`config.mk`:
```
export PLATFORM = sky130hd
export DESIGN_NAME = next_even_smooth_size_unit_flat
export DESIGN_NICKNAME = d
export VERILOG_FILES = /design/src/rtl/nes_pkg.sv /design/src/rtl/nes_if.sv /design/src/rtl/nes_dpath.sv /design/src/rtl/nes_ctrl.sv /design/src/rtl/next_even_smooth_size_unit.sv /design/src/flat_wrapper.sv
export SDC_FILE = /design/constraint.sdc
export NUM_CORES = 1
export LEC_CHECK = 0
export BUFFER_PORTS_ARGS = -buffer_cell sky130_fd_sc_hd__buf_2
export CAP_MARGIN = 20
export CORE_UTILIZATION = 45
export DETAILED_ROUTE_END_ITERATION = 8
export PLACE_DENSITY_LB_ADDON = 0.3
export SYNTH_ARGS = -nofsm -noshare
export SYNTH_HDL_FRONTEND = slang
export SYNTH_HIERARCHICAL = 1
export SYNTH_SLANG_ARGS = --single-unit
```
`constraint.sdc`:
```
create_clock -name clk -period 16 [get_ports clk]
set_clock_uncertainty 0.2 [all_clocks]
set_input_delay 0.8 -clock clk [delete_from_list [all_inputs] [get_ports clk]]
set_output_delay 0.8 -clock clk [all_outputs]
set_load 0.005 [all_outputs]
```
`src/rtl/nes_pkg.sv`:
```
// Package for the next even smooth size unit: widths, reciprocal constants,
// sequencer states, shared-unit operations and the control/status structs.
// No dependencies.
package nes_pkg;

    // Field widths.
    localparam int RES_W  = 32;                   // result width
    localparam int WANT_W = 31;                   // wanted size width
    localparam int DIV_W  = 16;                   // divisor width
    localparam int N_W    = WANT_W + 1;           // wanted size after rounding to even
    localparam int EXP_W  = $clog2(DIV_W);        // holds any prime exponent of the divisor
    localparam int CNT_W  = $clog2(RES_W) + 1;    // holds the largest power-of-three exponent
    localparam int UNIT_W = RES_W + (1 << EXP_W); // shared shift-add unit output width
    localparam int CMP_W  = (RES_W > N_W) ? RES_W : N_W;

    // Exact division of a divisor-wide value by 3 and by 5 via reciprocal multiply.
    localparam int RCP_W   = 2 * DIV_W + 2;
    localparam int RCP3_SH = 17;
    localparam int RCP5_SH = 18;
    localparam logic [RCP_W-1:0] RCP3 = RCP_W'(43691);
    localparam logic [RCP_W-1:0] RCP5 = RCP_W'(52429);

    localparam logic [RES_W-1:0] SMALL_RESULT = RES_W'(2);
    localparam logic [N_W-1:0]   SMALL_LIMIT  = N_W'(2);

    typedef enum logic [3:0] {
        ST_IDLE,
        ST_FAC2,
        ST_FAC3,
        ST_FAC5,
        ST_OUTER,
        ST_INNER,
        ST_SHIFT,
        ST_DOUBLE,
        ST_NEXT5,
        ST_NEXT3,
        ST_FIN,
        ST_DONE
    } nes_state_t;

    typedef enum logic [1:0] {
        UOP_MUL3,
        UOP_MUL5,
        UOP_SHIFT,
        UOP_DOUBLE
    } nes_uop_t;

    typedef struct packed {
        logic     start;
        nes_uop_t uop;
        logic     fac2_step;
        logic     fac3_step;
        logic     fac5_step;
        logic     search_init;
        logic     fail_load;
        logic     q_init;
        logic     v_load;
        logic     best_update;
        logic     q_step;
        logic     p3_step;
        logic     fin;
        logic     out_load;
    } nes_ctrl_t;

    typedef struct packed {
        logic small_n;
        logic b_zero;
        logic rest_odd;
        logic div3_ok;
        logic div5_ok;
        logic rest_is_one;
        logic c_ge_e3;
        logic d_ge_e5;
        logic unit_ovf;
        logic v_ge_n;
        logic v_worse;
    } nes_stat_t;

endpackage

```
`src/rtl/nes_if.sv`:
```
// Request and response channel interfaces of the next even smooth size unit.
// Depends on nes_pkg for the field widths.
interface nes_req_if import nes_pkg::*; ();
    logic              valid;
    logic              ready;
    logic [WANT_W-1:0] wanted_size;
    logic [DIV_W-1:0]  multiple_of;

    modport source (output valid, output wanted_size, output multiple_of, input ready);
    modport sink   (input valid, input wanted_size, input multiple_of, output ready);
endinterface

interface nes_rsp_if import nes_pkg::*; ();
    logic             valid;
    logic             ready;
    logic [RES_W-1:0] smooth_size;
    logic             error;

    modport source (output valid, output smooth_size, output error, input ready);
    modport sink   (input valid, input smooth_size, input error, output ready);
endinterface

```
`src/rtl/nes_dpath.sv`:
```
// Datapath of the next even smooth size unit: divisor factoring, candidate
// registers and the shared shift-add unit. Depends on nes_pkg.
module nes_dpath import nes_pkg::*;
(
    input  logic              clk,
    input  logic              rst_n,
    input  logic [WANT_W-1:0] wanted_size,
    input  logic [DIV_W-1:0]  multiple_of,
    input  nes_ctrl_t         ctrl,
    output nes_stat_t         status,
    output logic [RES_W-1:0]  res_size,
    output logic              res_err
);

    logic [N_W-1:0]   n_reg,    n_next;
    logic [DIV_W-1:0] rest_reg, rest_next;
    logic [EXP_W-1:0] e2_reg,   e2_next;
    logic [EXP_W-1:0] e3_reg,   e3_next;
    logic [EXP_W-1:0] e5_reg,   e5_next;
    logic [RES_W-1:0] p3_reg,   p3_next;
    logic [RES_W-1:0] q_reg,    q_next;
    logic [RES_W-1:0] v_reg,    v_next;
    logic [RES_W-1:0] best_reg, best_next;
    logic [CNT_W-1:0] c_reg,    c_next;
    logic [CNT_W-1:0] d_reg,    d_next;
    logic             found_reg, found_next;
    logic [RES_W-1:0] res_reg,  res_next;
    logic             err_reg,  err_next;

    logic [RCP_W-1:0] prod3, prod5;
    logic [DIV_W-1:0] quo3, quo5;
    logic [DIV_W+2:0] back3, back5;

    logic [RES_W-1:0]  ux;
    logic [EXP_W-1:0]  ush;
    logic              uadd;
    logic [UNIT_W-1:0] uy;

    // Exact quotients by 3 and 5; multiplying back tells whether the division was exact.
    assign prod3 = RCP_W'(rest_reg) * RCP3;
    assign prod5 = RCP_W'(rest_reg) * RCP5;
    assign quo3  = prod3[RCP3_SH +: DIV_W];
    assign quo5  = prod5[RCP5_SH +: DIV_W];
    assign back3 = (DIV_W+3)'({quo3, 1'b0}) + (DIV_W+3)'(quo3);
    assign back5 = (DIV_W+3)'({quo5, 2'b00}) + (DIV_W+3)'(quo5);

    // Shared shift-add unit: times three, times five, shift by the power of two, double.
    always_comb
    begin
        unique case (ctrl.uop)
            UOP_MUL3:
            begin
                ux = p3_reg;
                ush = EXP_W'(1);
                uadd = 1'b1;
            end
            UOP_MUL5:
            begin
                ux = q_reg;
                ush = EXP_W'(2);
                uadd = 1'b1;
            end
            UOP_SHIFT:
            begin
                ux = q_reg;
                ush = e2_reg;
                uadd = 1'b0;
            end
            UOP_DOUBLE:
            begin
                ux = v_reg;
                ush = EXP_W'(1);
                uadd = 1'b0;
            end
            default:
            begin
                ux = p3_reg;
                ush = EXP_W'(1);
                uadd = 1'b0;
            end
        endcase
    end

    assign uy = (UNIT_W'(ux) << ush) + (uadd ? UNIT_W'(ux) : '0);

    always_comb
    begin
        status.small_n     = (N_W'(wanted_size) <= SMALL_LIMIT);
        status.b_zero      = (multiple_of == '0);
        status.rest_odd    = rest_reg[0];
        status.div3_ok     = (back3 == (DIV_W+3)'(rest_reg));
        status.div5_ok     = (back5 == (DIV_W+3)'(rest_reg));
        status.rest_is_one = (rest_reg == DIV_W'(1));
        status.c_ge_e3     = (c_reg >= CNT_W'(e3_reg));
        status.d_ge_e5     = (d_reg >= CNT_W'(e5_reg));
        status.unit_ovf    = |uy[UNIT_W-1:RES_W];
        status.v_ge_n      = (CMP_W'(v_reg) >= CMP_W'(n_reg));
        status.v_worse     = found_reg && (v_reg >= best_reg);
    end

    always_comb
    begin
        n_next     = n_reg;
        rest_next  = rest_reg;
        e2_next    = e2_reg;
        e3_next    = e3_reg;
        e5_next    = e5_reg;
        p3_next    = p3_reg;
        q_next     = q_reg;
        v_next     = v_reg;
        best_next  = best_reg;
        c_next     = c_reg;
        d_next     = d_reg;
        found_next = found_reg;
        res_next   = res_reg;
        err_next   = err_reg;

        if (ctrl.start)
        begin
            n_next    = N_W'(wanted_size) + N_W'(wanted_size[0]);
            rest_next = multiple_of;
            e2_next   = '0;
            e3_next   = '0;
            e5_next   = '0;
            res_next  = status.small_n ? SMALL_RESULT : '0;
            err_next  = !status.small_n;
        end
        if (ctrl.fac2_step)
        begin
            rest_next = rest_reg >> 1;
            e2_next   = e2_reg + EXP_W'(1);
        end
        if (ctrl.fac3_step)
        begin
            rest_next = quo3;
            e3_next   = e3_reg + EXP_W'(1);
        end
        if (ctrl.fac5_step)
        begin
            rest_next = quo5;
            e5_next   = e5_reg + EXP_W'(1);
        end
        if (ctrl.fail_load)
        begin
            res_next = '0;
            err_next = 1'b1;
        end
        if (ctrl.search_init)
        begin
            // The result must be even, so at least one factor of two.
            e2_next    = (e2_reg == '0) ? EXP_W'(1) : e2_reg;
            p3_next    = RES_W'(1);
            c_next     = '0;
            found_next = 1'b0;
        end
        if (ctrl.q_init)
        begin
            q_next = p3_reg;
            d_next = '0;
        end
        if (ctrl.v_load)
        begin
            v_next = uy[RES_W-1:0];
        end
        if (ctrl.best_update)
        begin
            best_next  = v_reg;
            found_next = 1'b1;
        end
        if (ctrl.q_step)
        begin
            q_next = uy[RES_W-1:0];
            d_next = d_reg + CNT_W'(1);
        end
        if (ctrl.p3_step)
        begin
            p3_next = uy[RES_W-1:0];
            c_next  = c_reg + CNT_W'(1);
        end
        if (ctrl.fin)
        begin
            res_next = found_reg ? best_reg : '0;
            err_next = !found_reg;
        end
    end

    always_ff @(posedge clk or negedge rst_n)
    begin
        if (!rst_n)
        begin
            found_reg <= 1'b0;
        end
        else
        begin
            found_reg <= found_next;
        end
    end

    always_ff @(posedge clk)
    begin
        n_reg    <= n_next;
        rest_reg <= rest_next;
        e2_reg   <= e2_next;
        e3_reg   <= e3_next;
        e5_reg   <= e5_next;
        p3_reg   <= p3_next;
        q_reg    <= q_next;
        v_reg    <= v_next;
        best_reg <= best_next;
        c_reg    <= c_next;
        d_reg    <= d_next;
        res_reg  <= res_next;
        err_reg  <= err_next;
    end

    assign res_size = res_reg;
    assign res_err  = err_reg;

endmodule

```
`src/rtl/nes_ctrl.sv`:
```
// Sequencer of the next even smooth size unit: steps factoring and the
// candidate search over the shared unit. Depends on nes_pkg.
module nes_ctrl import nes_pkg::*;
(
    input  logic      clk,
    input  logic      rst_n,
    input  logic      in_valid,
    input  logic      out_free,
    input  nes_stat_t status,
    output logic      in_ready,
    output nes_ctrl_t ctrl
);

    nes_state_t state_reg, state_next;

    always_ff @(posedge clk or negedge rst_n)
    begin
        if (!rst_n)
        begin
            state_reg <= ST_IDLE;
        end
        else
        begin
            state_reg <= state_next;
        end
    end

    always_comb
    begin
        state_next = state_reg;
        unique case (state_reg)
            ST_IDLE:
            begin
                if (in_valid)
                begin
                    state_next = (status.small_n || status.b_zero) ? ST_DONE : ST_FAC2;
                end
            end
            ST_FAC2:
            begin
                if (status.rest_odd)
                begin
                    state_next = ST_FAC3;
                end
            end
            ST_FAC3:
            begin
                if (!status.div3_ok)
                begin
                    state_next = ST_FAC5;
                end
            end
            ST_FAC5:
            begin
                if (!status.div5_ok)
                begin
                    state_next = status.rest_is_one ? ST_OUTER : ST_DONE;
                end
            end
            ST_OUTER:  state_next = status.c_ge_e3 ? ST_INNER : ST_NEXT3;
            ST_INNER:  state_next = status.d_ge_e5 ? ST_SHIFT : ST_NEXT5;
            ST_SHIFT:  state_next = status.unit_ovf ? ST_NEXT5 : ST_DOUBLE;
            ST_DOUBLE:
            begin
                if (status.v_ge_n || status.v_worse || status.unit_ovf)
                begin
                    state_next = ST_NEXT5;
                end
            end
            ST_NEXT5:  state_next = status.unit_ovf ? ST_NEXT3 : ST_INNER;
            ST_NEXT3:  state_next = status.unit_ovf ? ST_FIN : ST_OUTER;
            ST_FIN:    state_next = ST_DONE;
            ST_DONE:
            begin
                if (out_free)
                begin
                    state_next = ST_IDLE;
                end
            end
            default:   state_next = ST_IDLE;
        endcase
    end

    always_comb
    begin
        ctrl = '0;
        ctrl.uop = UOP_MUL3;
        in_ready = 1'b0;
        unique case (state_reg)
            ST_IDLE:
            begin
                in_ready = 1'b1;
                ctrl.start = in_valid;
            end
            ST_FAC2:   ctrl.fac2_step = !status.rest_odd;
            ST_FAC3:   ctrl.fac3_step = status.div3_ok;
            ST_FAC5:
            begin
                ctrl.fac5_step   = status.div5_ok;
                ctrl.search_init = !status.div5_ok && status.rest_is_one;
                ctrl.fail_load   = !status.div5_ok && !status.rest_is_one;
            end
            ST_OUTER:  ctrl.q_init = status.c_ge_e3;
            ST_INNER:  ctrl = ctrl;
            ST_SHIFT:
            begin
                ctrl.uop    = UOP_SHIFT;
                ctrl.v_load = !status.unit_ovf;
            end
            ST_DOUBLE:
            begin
                ctrl.uop         = UOP_DOUBLE;
                ctrl.best_update = status.v_ge_n && !status.v_worse;
                ctrl.v_load      = !status.v_ge_n && !status.v_worse && !status.unit_ovf;
            end
            ST_NEXT5:
            begin
                ctrl.uop    = UOP_MUL5;
                ctrl.q_step = !status.unit_ovf;
            end
            ST_NEXT3:
            begin
                ctrl.uop     = UOP_MUL3;
                ctrl.p3_step = !status.unit_ovf;
            end
            ST_FIN:    ctrl.fin = 1'b1;
            ST_DONE:   ctrl.out_load = out_free;
            default:   ctrl = '0;
        endcase
    end

endmodule

```
`src/rtl/next_even_smooth_size_unit.sv`:
```
// Top level of the next even smooth size unit: sequencer, datapath and the
// output register. Depends on nes_pkg, nes_if, nes_ctrl and nes_dpath.
//
// Each request item carries a wanted size and a divisor; the response item is
// the smallest even number, not below the wanted size, that has no prime factor
// above 5 and is a multiple of the divisor. A wanted size of 2 or less answers
// 2 whatever the divisor. A zero divisor, a divisor with a prime factor above
// 5, or an answer that does not fit in 32 bits answers 0 with the error flag
// set. The unit takes one item at a time and holds req.ready low from acceptance
// until the result has moved into the output register. A small wanted size or a
// zero divisor goes straight to the done state, from which its result moves
// into the output register as soon as that register is free; the next item can
// then be taken. Otherwise the divisor is factored one prime factor per cycle,
// first twos, then threes, then fives; a divisor that is not 5-smooth ends
// right there. For a 5-smooth divisor the search then walks the products of a
// power of three and a power of five that fit in 32 bits (about 157 of them),
// trying only those that hold the divisor's powers of three and five; each
// power of three is stepped in the NEXT3 state and checked in the OUTER state.
// Each product passes through one shared shift-add unit: it is shifted by the
// power of two, doubled toward the wanted size and then multiplied by five, or
// only multiplied by five when the divisor's power of five is not yet reached,
// with doubling cut short as soon as a candidate can no longer beat the best
// one found. The output register lets the next item be accepted while a result
// waits.
module next_even_smooth_size_unit import nes_pkg::*;
(
    input  logic      clk,
    input  logic      rst_n,
    nes_req_if.sink   req,
    nes_rsp_if.source rsp
);

    nes_ctrl_t        ctrl;
    nes_stat_t        status;
    logic [RES_W-1:0] res_size;
    logic             res_err;
    logic             out_free;

    logic             out_valid_reg, out_valid_next;
    logic [RES_W-1:0] out_size_reg,  out_size_next;
    logic             out_err_reg,   out_err_next;

    // The output register can take a new result when empty or being drained.
    assign out_free = !out_valid_reg || rsp.ready;

    nes_ctrl u_ctrl (
        .clk      (clk),
        .rst_n    (rst_n),
        .in_valid (req.valid),
        .out_free (out_free),
        .status   (status),
        .in_ready (req.ready),
        .ctrl     (ctrl)
    );

    nes_dpath u_dpath (
        .clk         (clk),
        .rst_n       (rst_n),
        .wanted_size (req.wanted_size),
        .multiple_of (req.multiple_of),
        .ctrl        (ctrl),
        .status      (status),
        .res_size    (res_size),
        .res_err     (res_err)
    );

    always_comb
    begin
        out_valid_next = out_valid_reg;
        out_size_next  = out_size_reg;
        out_err_next   = out_err_reg;
        if (ctrl.out_load)
        begin
            out_valid_next = 1'b1;
            out_size_next  = res_size;
            out_err_next   = res_err;
        end
        else if (rsp.ready)
        begin
            out_valid_next = 1'b0;
        end
    end

    always_ff @(posedge clk or negedge rst_n)
    begin
        if (!rst_n)
        begin
            out_valid_reg <= 1'b0;
        end
        else
        begin
            out_valid_reg <= out_valid_next;
        end
    end

    always_ff @(posedge clk)
    begin
        out_size_reg <= out_size_next;
        out_err_reg  <= out_err_next;
    end

    assign rsp.valid       = out_valid_reg;
    assign rsp.smooth_size = out_size_reg;
    assign rsp.error       = out_err_reg;

    // An error result always carries a zero size.
    a_err_zero: assert property (@(posedge clk) disable iff (!rst_n)
        rsp.valid && rsp.error |-> rsp.smooth_size == '0)
        else $error("error result with nonzero size");

    // A good result is even and nonzero.
    a_good_even: assert property (@(posedge clk) disable iff (!rst_n)
        rsp.valid && !rsp.error |-> !rsp.smooth_size[0] && rsp.smooth_size != '0)
        else $error("good result is odd or zero");

    // The unit is busy in the cycle after it accepts an item.
    a_busy_after_accept: assert property (@(posedge clk) disable iff (!rst_n)
        req.valid && req.ready |=> !req.ready)
        else $error("ready right after an accepted item");

endmodule
```
`src/flat_wrapper.sv`:
```
// flat-port wrapper written by rule: the top's interface ports become plain ports
module next_even_smooth_size_unit_flat import nes_pkg::*;
  (clk, rst_n, req_valid, req_wanted_size, req_multiple_of, req_ready, rsp_valid, rsp_smooth_size, rsp_error, rsp_ready);
  nes_req_if req_i ();
  nes_rsp_if rsp_i ();
  input  logic clk;
  input  logic rst_n;
  input wire logic [$bits(req_i.valid)-1:0] req_valid;
  input wire logic [$bits(req_i.wanted_size)-1:0] req_wanted_size;
  input wire logic [$bits(req_i.multiple_of)-1:0] req_multiple_of;
  output wire logic [$bits(req_i.ready)-1:0] req_ready;
  output wire logic [$bits(rsp_i.valid)-1:0] rsp_valid;
  output wire logic [$bits(rsp_i.smooth_size)-1:0] rsp_smooth_size;
  output wire logic [$bits(rsp_i.error)-1:0] rsp_error;
  input wire logic [$bits(rsp_i.ready)-1:0] rsp_ready;
  assign req_i.valid = req_valid;
  assign req_i.wanted_size = req_wanted_size;
  assign req_i.multiple_of = req_multiple_of;
  assign req_ready = req_i.ready;
  assign rsp_valid = rsp_i.valid;
  assign rsp_smooth_size = rsp_i.smooth_size;
  assign rsp_error = rsp_i.error;
  assign rsp_i.ready = rsp_ready;
  next_even_smooth_size_unit u_core (.clk(clk), .rst_n(rst_n), .req(req_i), .rsp(rsp_i));
endmodule
```
Yosys cells after proc, flatten, opt, wreduce, memory -nomap -nowiden. Index checks and enable logic that the tools add are counted.

Add/subtract/negate cells: 9. Multipliers: 2. $lt $le $gt $ge: 5. Eq/ne operators: 24. Shifts and indexed selects: 1. Multiplexer cells: 61. Reductions and logical operators: 41.

Operators with widths (number): $mux 32 (9); $pmux 32 s3 (1); $mux 4 (19); $ge 32x32->1 (2); $mul 16x16->32 const B (2); $add 48x32->48 (1); $pmux 4 s12 (1); $shl 32x4->48 (1); $mux 15 (3); $eq 17x16->1 (2); $add 31x1->32 (1); $le 31x2->1 const B (1); $mux 6 (4); $add 16x14->17 (1); $add 16x15->17 (1); $mux 1 (17); $eq 16x1->1 const B (1); $eq 4x3->1 const B (4); $eq 4x4->1 const B (4); $logic_not 16->1 (1); $reduce_or 16->1 (1); $mux 14 (1); $ne 2x2->1 const B (7); $add 4x1->4 const B (3); 23 further kinds (55).

Register bits: 272. Bits of input ports: 51. Output and inout port bits: 35.

Longest topological paths before layout. Gate-level depths: netlist of the first run.

Depth in word-level cells: 11. Mapped depth: 39. Gate-level depth less buffers: 37.

By module. The synthesis of the first run kept the hierarchy.

By module, submodules not included: nes_dpath (times used 1, cells each 2817, area an instance 26942.1 sq um); next_even_smooth_size_unit (times used 1, cells each 36, area an instance 1038.5 sq um); nes_ctrl (times used 1, cells each 80, area an instance 601.8 sq um).

Worst setup path before layout of the first run. Ideal clock, no wire load.

Path type: reg2reg. From: reg u_core.u_ctrl.state_reg[1]. To: reg u_core.u_dpath.v_reg[0], enable pin. Data arrival time: 8.905 ns. Data required time: 15.339 ns. Path slack: 6.434 ns. Cell stages (with the launch flop): 29. Cell sequence: dfrtp_1 buf_6 buf_2 o31ai_1 inv_1 ha_1 buf_2 buf_4 a21o_1 clkbuf_1 clkbuf_1 mux2i_1 and2_1 nand3_1 fa_1 nor2b_1 o21a_1 o21ai_0 a311oi_1 a22oi_1 o211a_1 o31a_1 o21bai_1 nor3b_1 xnor2_1 o21ai_0 a2111oi_0 nand3_1 nor3_1.

RTL lines: start, declared (line nes_ctrl.sv:14) `nes_state_t state_reg, state_next;`; start signal, assigned (line nes_ctrl.sv:24) `state_reg <= state_next;`; end signal, assigned (line nes_dpath.sv:208) `v_reg <= v_next;`; end, declared (line nes_dpath.sv:22) `logic [RES_W-1:0] v_reg, v_next;`.

==> results of run 1 <==
==> final cells by class <==
class,count,area (sq um)
inverter,479,1800
tap,846,1060
sequential,271,8090
clock inverter,16,173
timing repair buffer,112,628
fill,5856,32100
multi-input combinational,2091,18300
clock buffer,36,772
==> synthesized netlist by cell type (9+ instances only) <==
master	count	share of area
nor2_1	209	0.027
nand3_1	56	0.0098
inv_1	478	0.063
mux4_2	15	0.012
nor2b_1	28	0.0061
a31oi_1	16	0.0035
and3_1	46	0.010
a221o_1	21	0.0074
nor3_1	35	0.0061
o21ai_0	104	0.018
xnor2_1	117	0.036
edfxtp_1	263	0.28
a211oi_1	17	0.0045
nand2_1	137	0.018
a21oi_1	164	0.029
ha_1	400	0.18
a22o_1	9	0.0028
buf_2	14	0.0025
a21o_1	64	0.017
nand4_1	25	0.0055
mux2i_1	68	0.024
o31ai_1	9	0.0024
nor4_1	22	0.0048
nand2b_1	30	0.0066
o211ai_1	14	0.0037
clkbuf_1	58	0.0076
fa_1	164	0.11
buf_1	9	0.0012
o21a_1	17	0.0045
xor2_1	47	0.014
a22oi_1	9	0.0024
and2_1	51	0.011
mux2_2	35	0.014
==> worst max path at each step <==
stage                           endpoint  slack (ns)  cells after the start
2_1_floorplan    u_core/u_dpath/v_reg[0]        6.43                     28
3_3_place_gp   u_core/u_dpath/p3_reg[10]        5.14                     30
3_5_place_dp   u_core/u_dpath/p3_reg[10]        5.20                     32
4_1_cts        u_core/u_dpath/p3_reg[18]        5.15                     32
5_1_grt        u_core/u_dpath/p3_reg[18]        4.31                     32
6_report        u_core/u_dpath/p3_reg[6]        5.04                     32
==> through the flow <==
step	cells	worst slack (ns)	cell area, sq um
6_report	3851	5.04	30800
5_1_grt	3851	4.31	30800
4_1_cts	3851	5.15	30800
3_5_place_dp	3798	5.20	29900
3_3_place_gp	3797	5.14	29900
2_1_floorplan	2933	6.43	28600
==> worst max-delay path: cells and delay by family, from the launching register on <==
family	cells	cell delay [ns]
AO/OA/AOI/OAI	6	1.61
flip-flops	1	0.99
buffers and inverters	7	1.19
AND/OR/NAND/NOR	10	2.77
multiplexers	1	0.08
adder cells (fa/ha/maj)	8	3.73
==> logic make-up (layout without fill, tap and decap cells) <==
kind of cell | count (synthesis) | in the layout | share of synthesized area
and+or+nand+nor | 701 | 701 | 0.124
muxes | 119 | 119 | 0.0498
AOI/OAI and AO/OA | 540 | 540 | 0.124
adders and majority gates | 565 | 565 | 0.290
xor gates and xnor gates | 166 | 166 | 0.0514
buffers and inverters | 571 | 643 | 0.0779
DFF | 271 | 271 | 0.283
==> per-layer routing <==
| layer | vias to the layer above | GRT usage | part of all wire |
|---|---|---|---|
| met4 | 0 | 0.0637 | 0.026 |
| met2 | 635 | 0.454 | 0.52 |
| met5 | - | 0 | 0 |
| met3 | 106 | 0.0154 | 0.044 |
| met1 | 10871 | 0.300 | 0.41 |
| li1 | 10289 | - | - |
==> repair_timing <==
| item | in CTS | in global routing |
|---|---|---|
| hold buffers | 1 | 0 |
| resized for setup | 0 | 0 |
| endpoints found under the hold margin | 6 | 0 |
==> impl_metrics.ini, run 1 <==
[critical_path]
worstReg2RegStart = u_core/u_dpath/rest_reg[7]
cpMostUsedCell = inv_1
arrival_ns = 10.95
reg2reg_depth = 32
reg2reg_slack_ns = 5.04
cp-start-kind = register
reg2reg_to = u_core/u_dpath/p3_reg[6]
startpoint = u_core/u_dpath/rest_reg[7]
worst_setup_path_end_kind = register
critPathKind = reg2reg
required_ns = 16.00
worst_path_max_delay_cell = edfxtp_1
crit_fanout = 31
cpPeakStageDelay_ns = 0.99

[synthesis]
async_reset_ff_frac = 0.0221
ys_ff_latch = 271
syn_inst = 2933
syn_avg_cell_area_sq_um = 9.75
ys_types = 105
syn_nets = 3548
synth_edf_count = 263
syn_area_sq_um = 28600
yosysWarnings = 6
ys.flop_type = edfxtp_1
ys_seq_area_frac = 0.283

[timing]
drv_slew = 0
fin_crit_ns = 10.96
finalSetupTns_ns = 0
rsz0062_at_grt = false
slew_headroom = 0.288
hold_violations = 0
fmaxAchievable_ghz = 0.0912
finalSetupViolCount = 0
tightest_slew_ns = 1.07
fin_hold_ws_ns = 0.217
period_share = 0.685

[cells_and_area]
utilization = 0.490
layout.nets = 3598
num_antenna_cells = 0
final_cell_mix = 478 x inv_1, 400 x ha_1, 263 x edfxtp_1
drive_gt1_frac = 0.0865
areaGrowthSynthToFinish_pct = 7.86
layout_commonest_cell = inv_1

[clocking]
clockBufferDepth = 3
cts_sinks = 271
cts.clk_slew.worst_paths_ns = 0.06
cts_setup_buffers = 0
cts-buffers-inserted = 28
cts_root_buf = clkbuf_16
tritoncts = yes
htreeDepth = 1
insertion_delay_ns = 0.56

[detailed_routing]
drtIter0Drc = 1647
drc_errors = 0
antenna_left = 0
vias_per_cell = 5.69
routed_wl_mm = 78.1
wl_per_cell_microns = 20.3
vias = 21901
firstDrtPassIters = 5

[grt]
grt_pass1_wl_mm = 123
grt_antenna_before_repair = 1
grt_max_degree = 47
grt-ovfl-total = 0
grt.total_usage = 0.243
grt_pass1_vias = 22153

[floorplanning]
core_sq_um = 63000
io_pins = 86
die_h_microns = 254
dieArea_sq_um = 64500
dieWidth_microns = 254
initial_core_util = 0.454
num_rows = 92

[place]
port_buffers = 85
hpwl_mm = 62.4
place.gp.congestion = 0.923

[hold_path]
min_path_type = reg2reg
hold_start = u_core/u_dpath/res_size[25]
hold_end = u_core/rsp.smooth_size[25]
min_delay_path_depth = 0

[flow_run]
timing.max_cap.violations = 0

[run_status]
outcome = finished, final reports clean
Power of run 1 is left out: the tool's default activity adds up to more than one toggle a clock period on the data nets, which glitch-free logic cannot reach.
==> run 2, diff against run 1 <==
- ABC_AREA: default -> 1
- clock period: 16 -> 10.4 ns (I/O delays scaled with it)
==> run 2 against run 1 <==
  * Cell count up 25%
  * Utilization increased by 0.24 points
  * Sequential cell count is the same
  * Clock-buffer cell count decreased by 5
  * Critical path type unchanged
  * Largest cell class unchanged
  * Highest routed layer unchanged
==> impl_metrics.ini, run 2 <==
[detailed_routing]
wl_per_cell_microns = 16.7
vias_per_cell = 5.25
firstDrtPassIters = 5
routed_wl_mm = 80.6
antenna_left = 0
vias = 25292
drtIter0Drc = 1893
drc_errors = 0

[grt]
grtUsageMet2 = 0.364
grt_use_met3 = 0.0299
grt.total_usage = 0.238
grt_antenna_before_repair = 0
grt_pass1_vias = 23994
grt-ovfl-total = 0
grt_util_met1 = 0.359
grt.busiest_layer = met2
grt_pass1_wl_mm = 127
grt_max_degree = 66

[synthesis]
yosys.area.top_type = edfxtp_1
synth_area_leaders = edfxtp_1 26%, ha_1 17%, nand2_1 11%
ys_types = 56
syn_nets = 4461
syn_avg_cell_area_sq_um = 7.78
yosysMostFrequentCell = nand2_1
syn_inst = 3846
synth_commonest_cells = 892 x nand2_1, 792 x inv_1, 400 x ha_1
synth_edf_count = 263
yosysWarnings = 6
syn_area_sq_um = 29900
ys_ff_latch = 271
async_reset_ff_frac = 0.0221
ys_seq_area_frac = 0.270
ys.flop_type = edfxtp_1
synth_top_area_share = 0.264

[clocking]
htreeDepth = 1
tritoncts = yes
cts-buffers-inserted = 28
cts_root_buf = clkbuf_16
insertion_delay_ns = 0.57
cts_sinks = 271
clockBufferDepth = 3
cts.clk_slew.worst_paths_ns = 0.06

[place]
port_buffers = 85
post-place-cells = 4769
hpwl_mm = 66.9
place.gp.congestion = 0.954
placed_area_sq_um = 31500

[timing]
rsz0062_at_grt = false
fmaxAchievable_ghz = 0.105
slew_headroom = 0.274
tightest_slew_ns = 1.09
fin_hold_ws_ns = 0.0166
drv_slew = 0
period_share = 0.914
finalSetupTns_ns = 0
fin_crit_ns = 9.50
hold_violations = 0
finalSetupViolCount = 0

[cells_and_area]
areaGrowthSynthToFinish_pct = 8.10
layout_commonest_cell = nand2_1
drive_gt1_frac = 0.0597
layout.nets = 4551
stdcell_area_sq_um = 32300
layoutNonFillerInstCount = 4817
final_cell_mix = 891 x nand2_1, 792 x inv_1, 400 x ha_1
nFillCells = 6390
num_antenna_cells = 0

[run_status]
outcome = finished, final reports clean

[critical_path]
cp-start-kind = register
cpPeakStageDelay_ns = 0.56
arrival_ns = 9.52
worst_setup_path_end_kind = register
crit_fanout = 19
worst_path_max_delay_cell = edfxtp_1
cpMostUsedCell = nand2_1
critPathKind = reg2reg
required_ns = 10.42

[floorplanning]
core_sq_um = 65700
initial_core_util = 0.455
io_pins = 86
dieWidth_microns = 260
dieArea_sq_um = 67500
num_rows = 94
die_h_microns = 260

[flow_run]
timing.max_cap.violations = 0

[hold_path]
min_path_type = in2reg
-- run 2: cell types whose count changed in the layout (fill, tap and decap cells not counted), sizes merged, moves of 58 or more --
cell | previous run | this run
nand2 | 137 | 903
inv | 482 | 800
nand3 | 56 | 186
nor2 | 209 | 339
o21ai | 113 | 233
xnor2 | 118 | 41
mux2i | 68 | 10
-- run 2: per-layer routing --
metal  vias to the layer above  share of wire
met5                         -              0
met4                         0          0.015
met3                        78          0.068
met2                       720           0.43
met1                     11928           0.49
li1                      12566              -
-- run 2: cells by family (layout without fill, tap and decap cells) --
| group | Yosys count | after routing | share of synthesized area |
|---|---|---|---|
| compound gates | 463 | 463 | 0.0874 |
| xor+xnor | 104 | 104 | 0.0309 |
| fa+ha+maj | 564 | 564 | 0.277 |
| buf+inv | 872 | 979 | 0.111 |
| flops | 271 | 271 | 0.270 |
| mux | 10 | 10 | 0.00335 |
| simple gates | 1562 | 1562 | 0.220 |
-- run 2: layout make-up --
cell class              count  area (sq um)  area share
clock buffers              31           712      0.0220
clock inverters            16           165     0.00511
inverters                 804          3020      0.0933
multi-input cells        2703         18500       0.573
flip-flops and latches    271          8090       0.250
well taps                 864          1080      0.0334
repair buffers            128           751      0.0232
-- run 2: worst paths after layout --
check | start | endpoint | slack, ns | cells past startpoint
max | u_core/u_dpath/rest_reg[2] | u_core/u_dpath/rest_reg[13] | 0.90 | 46
min | rsp_ready | u_core/rsp.valid | 0.02 | 4
min in group asynchronous | rst_n | u_core/u_ctrl/state_reg[2] | 0.12 | 2
max reg2reg | u_core/u_dpath/rest_reg[2] | u_core/u_dpath/rest_reg[13] | 0.90 | 46
max in group asynchronous | rst_n | u_core/rsp.valid | 9.70 | 2
min reg2reg | u_core/u_dpath/res_size[21] | u_core/rsp.smooth_size[21] | 0.22 | 0
-- run 2: repair_timing --
action                                 in CTS  in global routing
gates resized for setup                     0                  1
setup buffers                               0                  0
hold buffers                                1                  0
endpoints found under the hold margin       6                  0
setup endpoints to repair                   0                 15
-- run 2: through the flow --
| stage | utilization | setup slack [ns] |
|---|---|---|
| floorplan | - | 1.76 |
| global placement | 0.478 | 0.898 |
| detailed placement | 0.478 | 0.798 |
| CTS | 0.492 | 0.762 |
| global route | 0.492 | 0.0303 |
| finish | 0.492 | 0.900 |
-- run 2: critical path, delay by kind of cell, from the launching register on --
kind | cells | cell delay [ns]
xor+xnor | 1 | 0.20
simple gates | 24 | 2.78
compound gates | 4 | 0.79
flops | 1 | 0.56
fa+ha+maj | 8 | 3.74
buf+inv | 9 | 0.91
Power of run 2 is left out for the same reason.
==> run 3, diff against run 2 <==
- RECOVER_POWER: default -> 50
==> run 3 against run 2 <==
  * The flow now finishes with violations (max-capacitance violations, max-slew violations)
  * Clock-buffer cell count stayed put
  * Die area stayed put
  * Hold slack worse by 0.0025 ns
  * Fmax is 0.25% lower
  * Cell count stayed put
  * Utilization is 0.18 points lower
  * Register-to-register slack worse by 0.02 ns
  * Sequential share of layout area is 0.093 points higher
  * Critical endpoint is now u_core/u_dpath/rest_reg[2]
==> impl_metrics.ini, run 3 (synthesized netlist as in run 2, its figures left out) <==
[floorplanning]
dieArea_sq_um = 67500
dieWidth_microns = 260
die_h_microns = 260
num_rows = 94
core_sq_um = 65700
initial_core_util = 0.455
io_pins = 86

[critical_path]
worstReg2RegStart = u_core/u_dpath/rest_reg[2]
required_ns = 10.42
crit_fanout = 19
cpMostUsedCell = nand2_1
worst_setup_path_end_kind = register
cp-start-kind = register
cpPeakStageDelay_ns = 0.56
startpoint = u_core/u_dpath/rest_reg[2]
critPathKind = reg2reg
worst_path_max_delay_cell = edfxtp_1
arrival_ns = 9.55

[timing]
drv_slew = 136
fin_crit_ns = 9.52
hold_violations = 0
finalSetupViolCount = 0
finalSetupTns_ns = 0
rsz0062_at_grt = false
tightest_slew_ns = 2.87
period_share = 0.916
fmaxAchievable_ghz = 0.105
slew_headroom = -0.918

[grt]
grt_use_met3 = 0.0299
grt-ovfl-total = 0
grt_util_met1 = 0.359
grt_pass1_vias = 23994
grt_max_degree = 66
grt.total_usage = 0.238
grt.busiest_layer = met2
grtUsageMet2 = 0.364
grt_antenna_before_repair = 0
grt_pass1_wl_mm = 127

[detailed_routing]
drc_errors = 0
routed_wl_mm = 80.6
drtIter0Drc = 1767
vias = 25245
firstDrtPassIters = 5
wl_per_cell_microns = 16.7
antenna_left = 0
vias_per_cell = 5.24

[clocking]
htreeDepth = 1
cts-buffers-inserted = 28
cts_setup_buffers = 0
cts_sinks = 271
cts.clk_slew.worst_paths_ns = 0.06
cts_root_buf = clkbuf_16
tritoncts = yes
clockBufferDepth = 3
insertion_delay_ns = 0.57

[run_status]
outcome = complete, but fails checks
violations = max-capacitance violations, max-slew violations

[place]
port_buffers = 85
hpwl_mm = 66.9
place.gp.congestion = 0.954

[cells_and_area]
layout_commonest_cell = nand2_1
drive_gt1_frac = 0.0486
multi_input_area_sq_um = 18400
regArea_sq_um = 8090
num_antenna_cells = 0
layout.nets = 4551
nFillCells = 6414
final_cell_mix = 891 x nand2_1, 794 x inv_1, 400 x ha_1
areaGrowthSynthToFinish_pct = 7.69

[hold_path]
min_path_type = in2reg
hold_start = rsp_ready

[flow_run]
timing.max_cap.violations = 4
run 3: cell types whose count changed in the layout (fill, tap and decap cells not counted), moves of 6 or more:
cell,change
buf_2,-19
clkbuf_1,+23
nor2_1,+10
nor3_2,-6
nor3_1,+6
nor2_2,-8
run 3: routing by layer:
layer | share of wire | vias to the layer above
met4 | 0.016 | 0
met1 | 0.49 | 11861
li1 | - | 12561
met3 | 0.067 | 90
met2 | 0.42 | 733
met5 | 0 | -
run 3: worst max-delay path, delay by kind of cell (launching register included):
| kind | cells | cell delay, ns |
|---|---|---|
| adders and majority gates | 8 | 3.74 |
| AOI/OAI and AO/OA | 4 | 0.79 |
| buffers and inverters | 9 | 0.89 |
| and+or+nand+nor | 24 | 2.79 |
| xor gates and xnor gates | 1 | 0.20 |
| DFF | 1 | 0.56 |
run 3: final cells by class:
class,instances,area share
timing repair buffer,128,0.0221
tap,864,0.0335
clock inverter,16,0.00513
sequential,271,0.251
multi-input combinational,2703,0.573
inverter,804,0.0937
clock buffer,31,0.0221
run 3: worst paths after layout:
kind                                                   end  slack [ns]  cells after the start
worst min register to register  u_core/rsp.smooth_size[21]        0.22                      0
worst max register to register  u_core/u_dpath/rest_reg[2]        0.88                     46
worst max-delay path            u_core/u_dpath/rest_reg[2]        0.88                     46
worst min-delay path                      u_core/rsp.valid        0.01                      4
max in group asynchronous                 u_core/rsp.valid        9.48                      2
min in group asynchronous       u_core/u_ctrl/state_reg[2]        0.21                      2
run 3: what timing repair did:
action | CTS | global route
setup endpoints to repair | 0 | 15
resized for setup | 0 | 1
hold buffers | 1 | 0
hold endpoints to repair | 6 | 0
run 3: stage by stage:
stage / utilization / instance area [sq um] / setup slack, ns / hold slack, ns / cells
2_1_floorplan: - / 29900 / 1.76 / 0.0244 / 3846
3_3_place_gp: 0.478 / 31500 / 0.898 / 0.175 / 4769
3_5_place_dp: 0.478 / 31500 / 0.798 / 0.171 / 4769
4_1_cts: 0.492 / 32300 / 0.762 / 0.000809 / 4817
5_1_grt: 0.490 / 32200 / 0.0189 / 0.0198 / 4817
6_report: 0.490 / 32200 / 0.876 / 0.0141 / 4817
Power of run 3 is left out for the same reason.
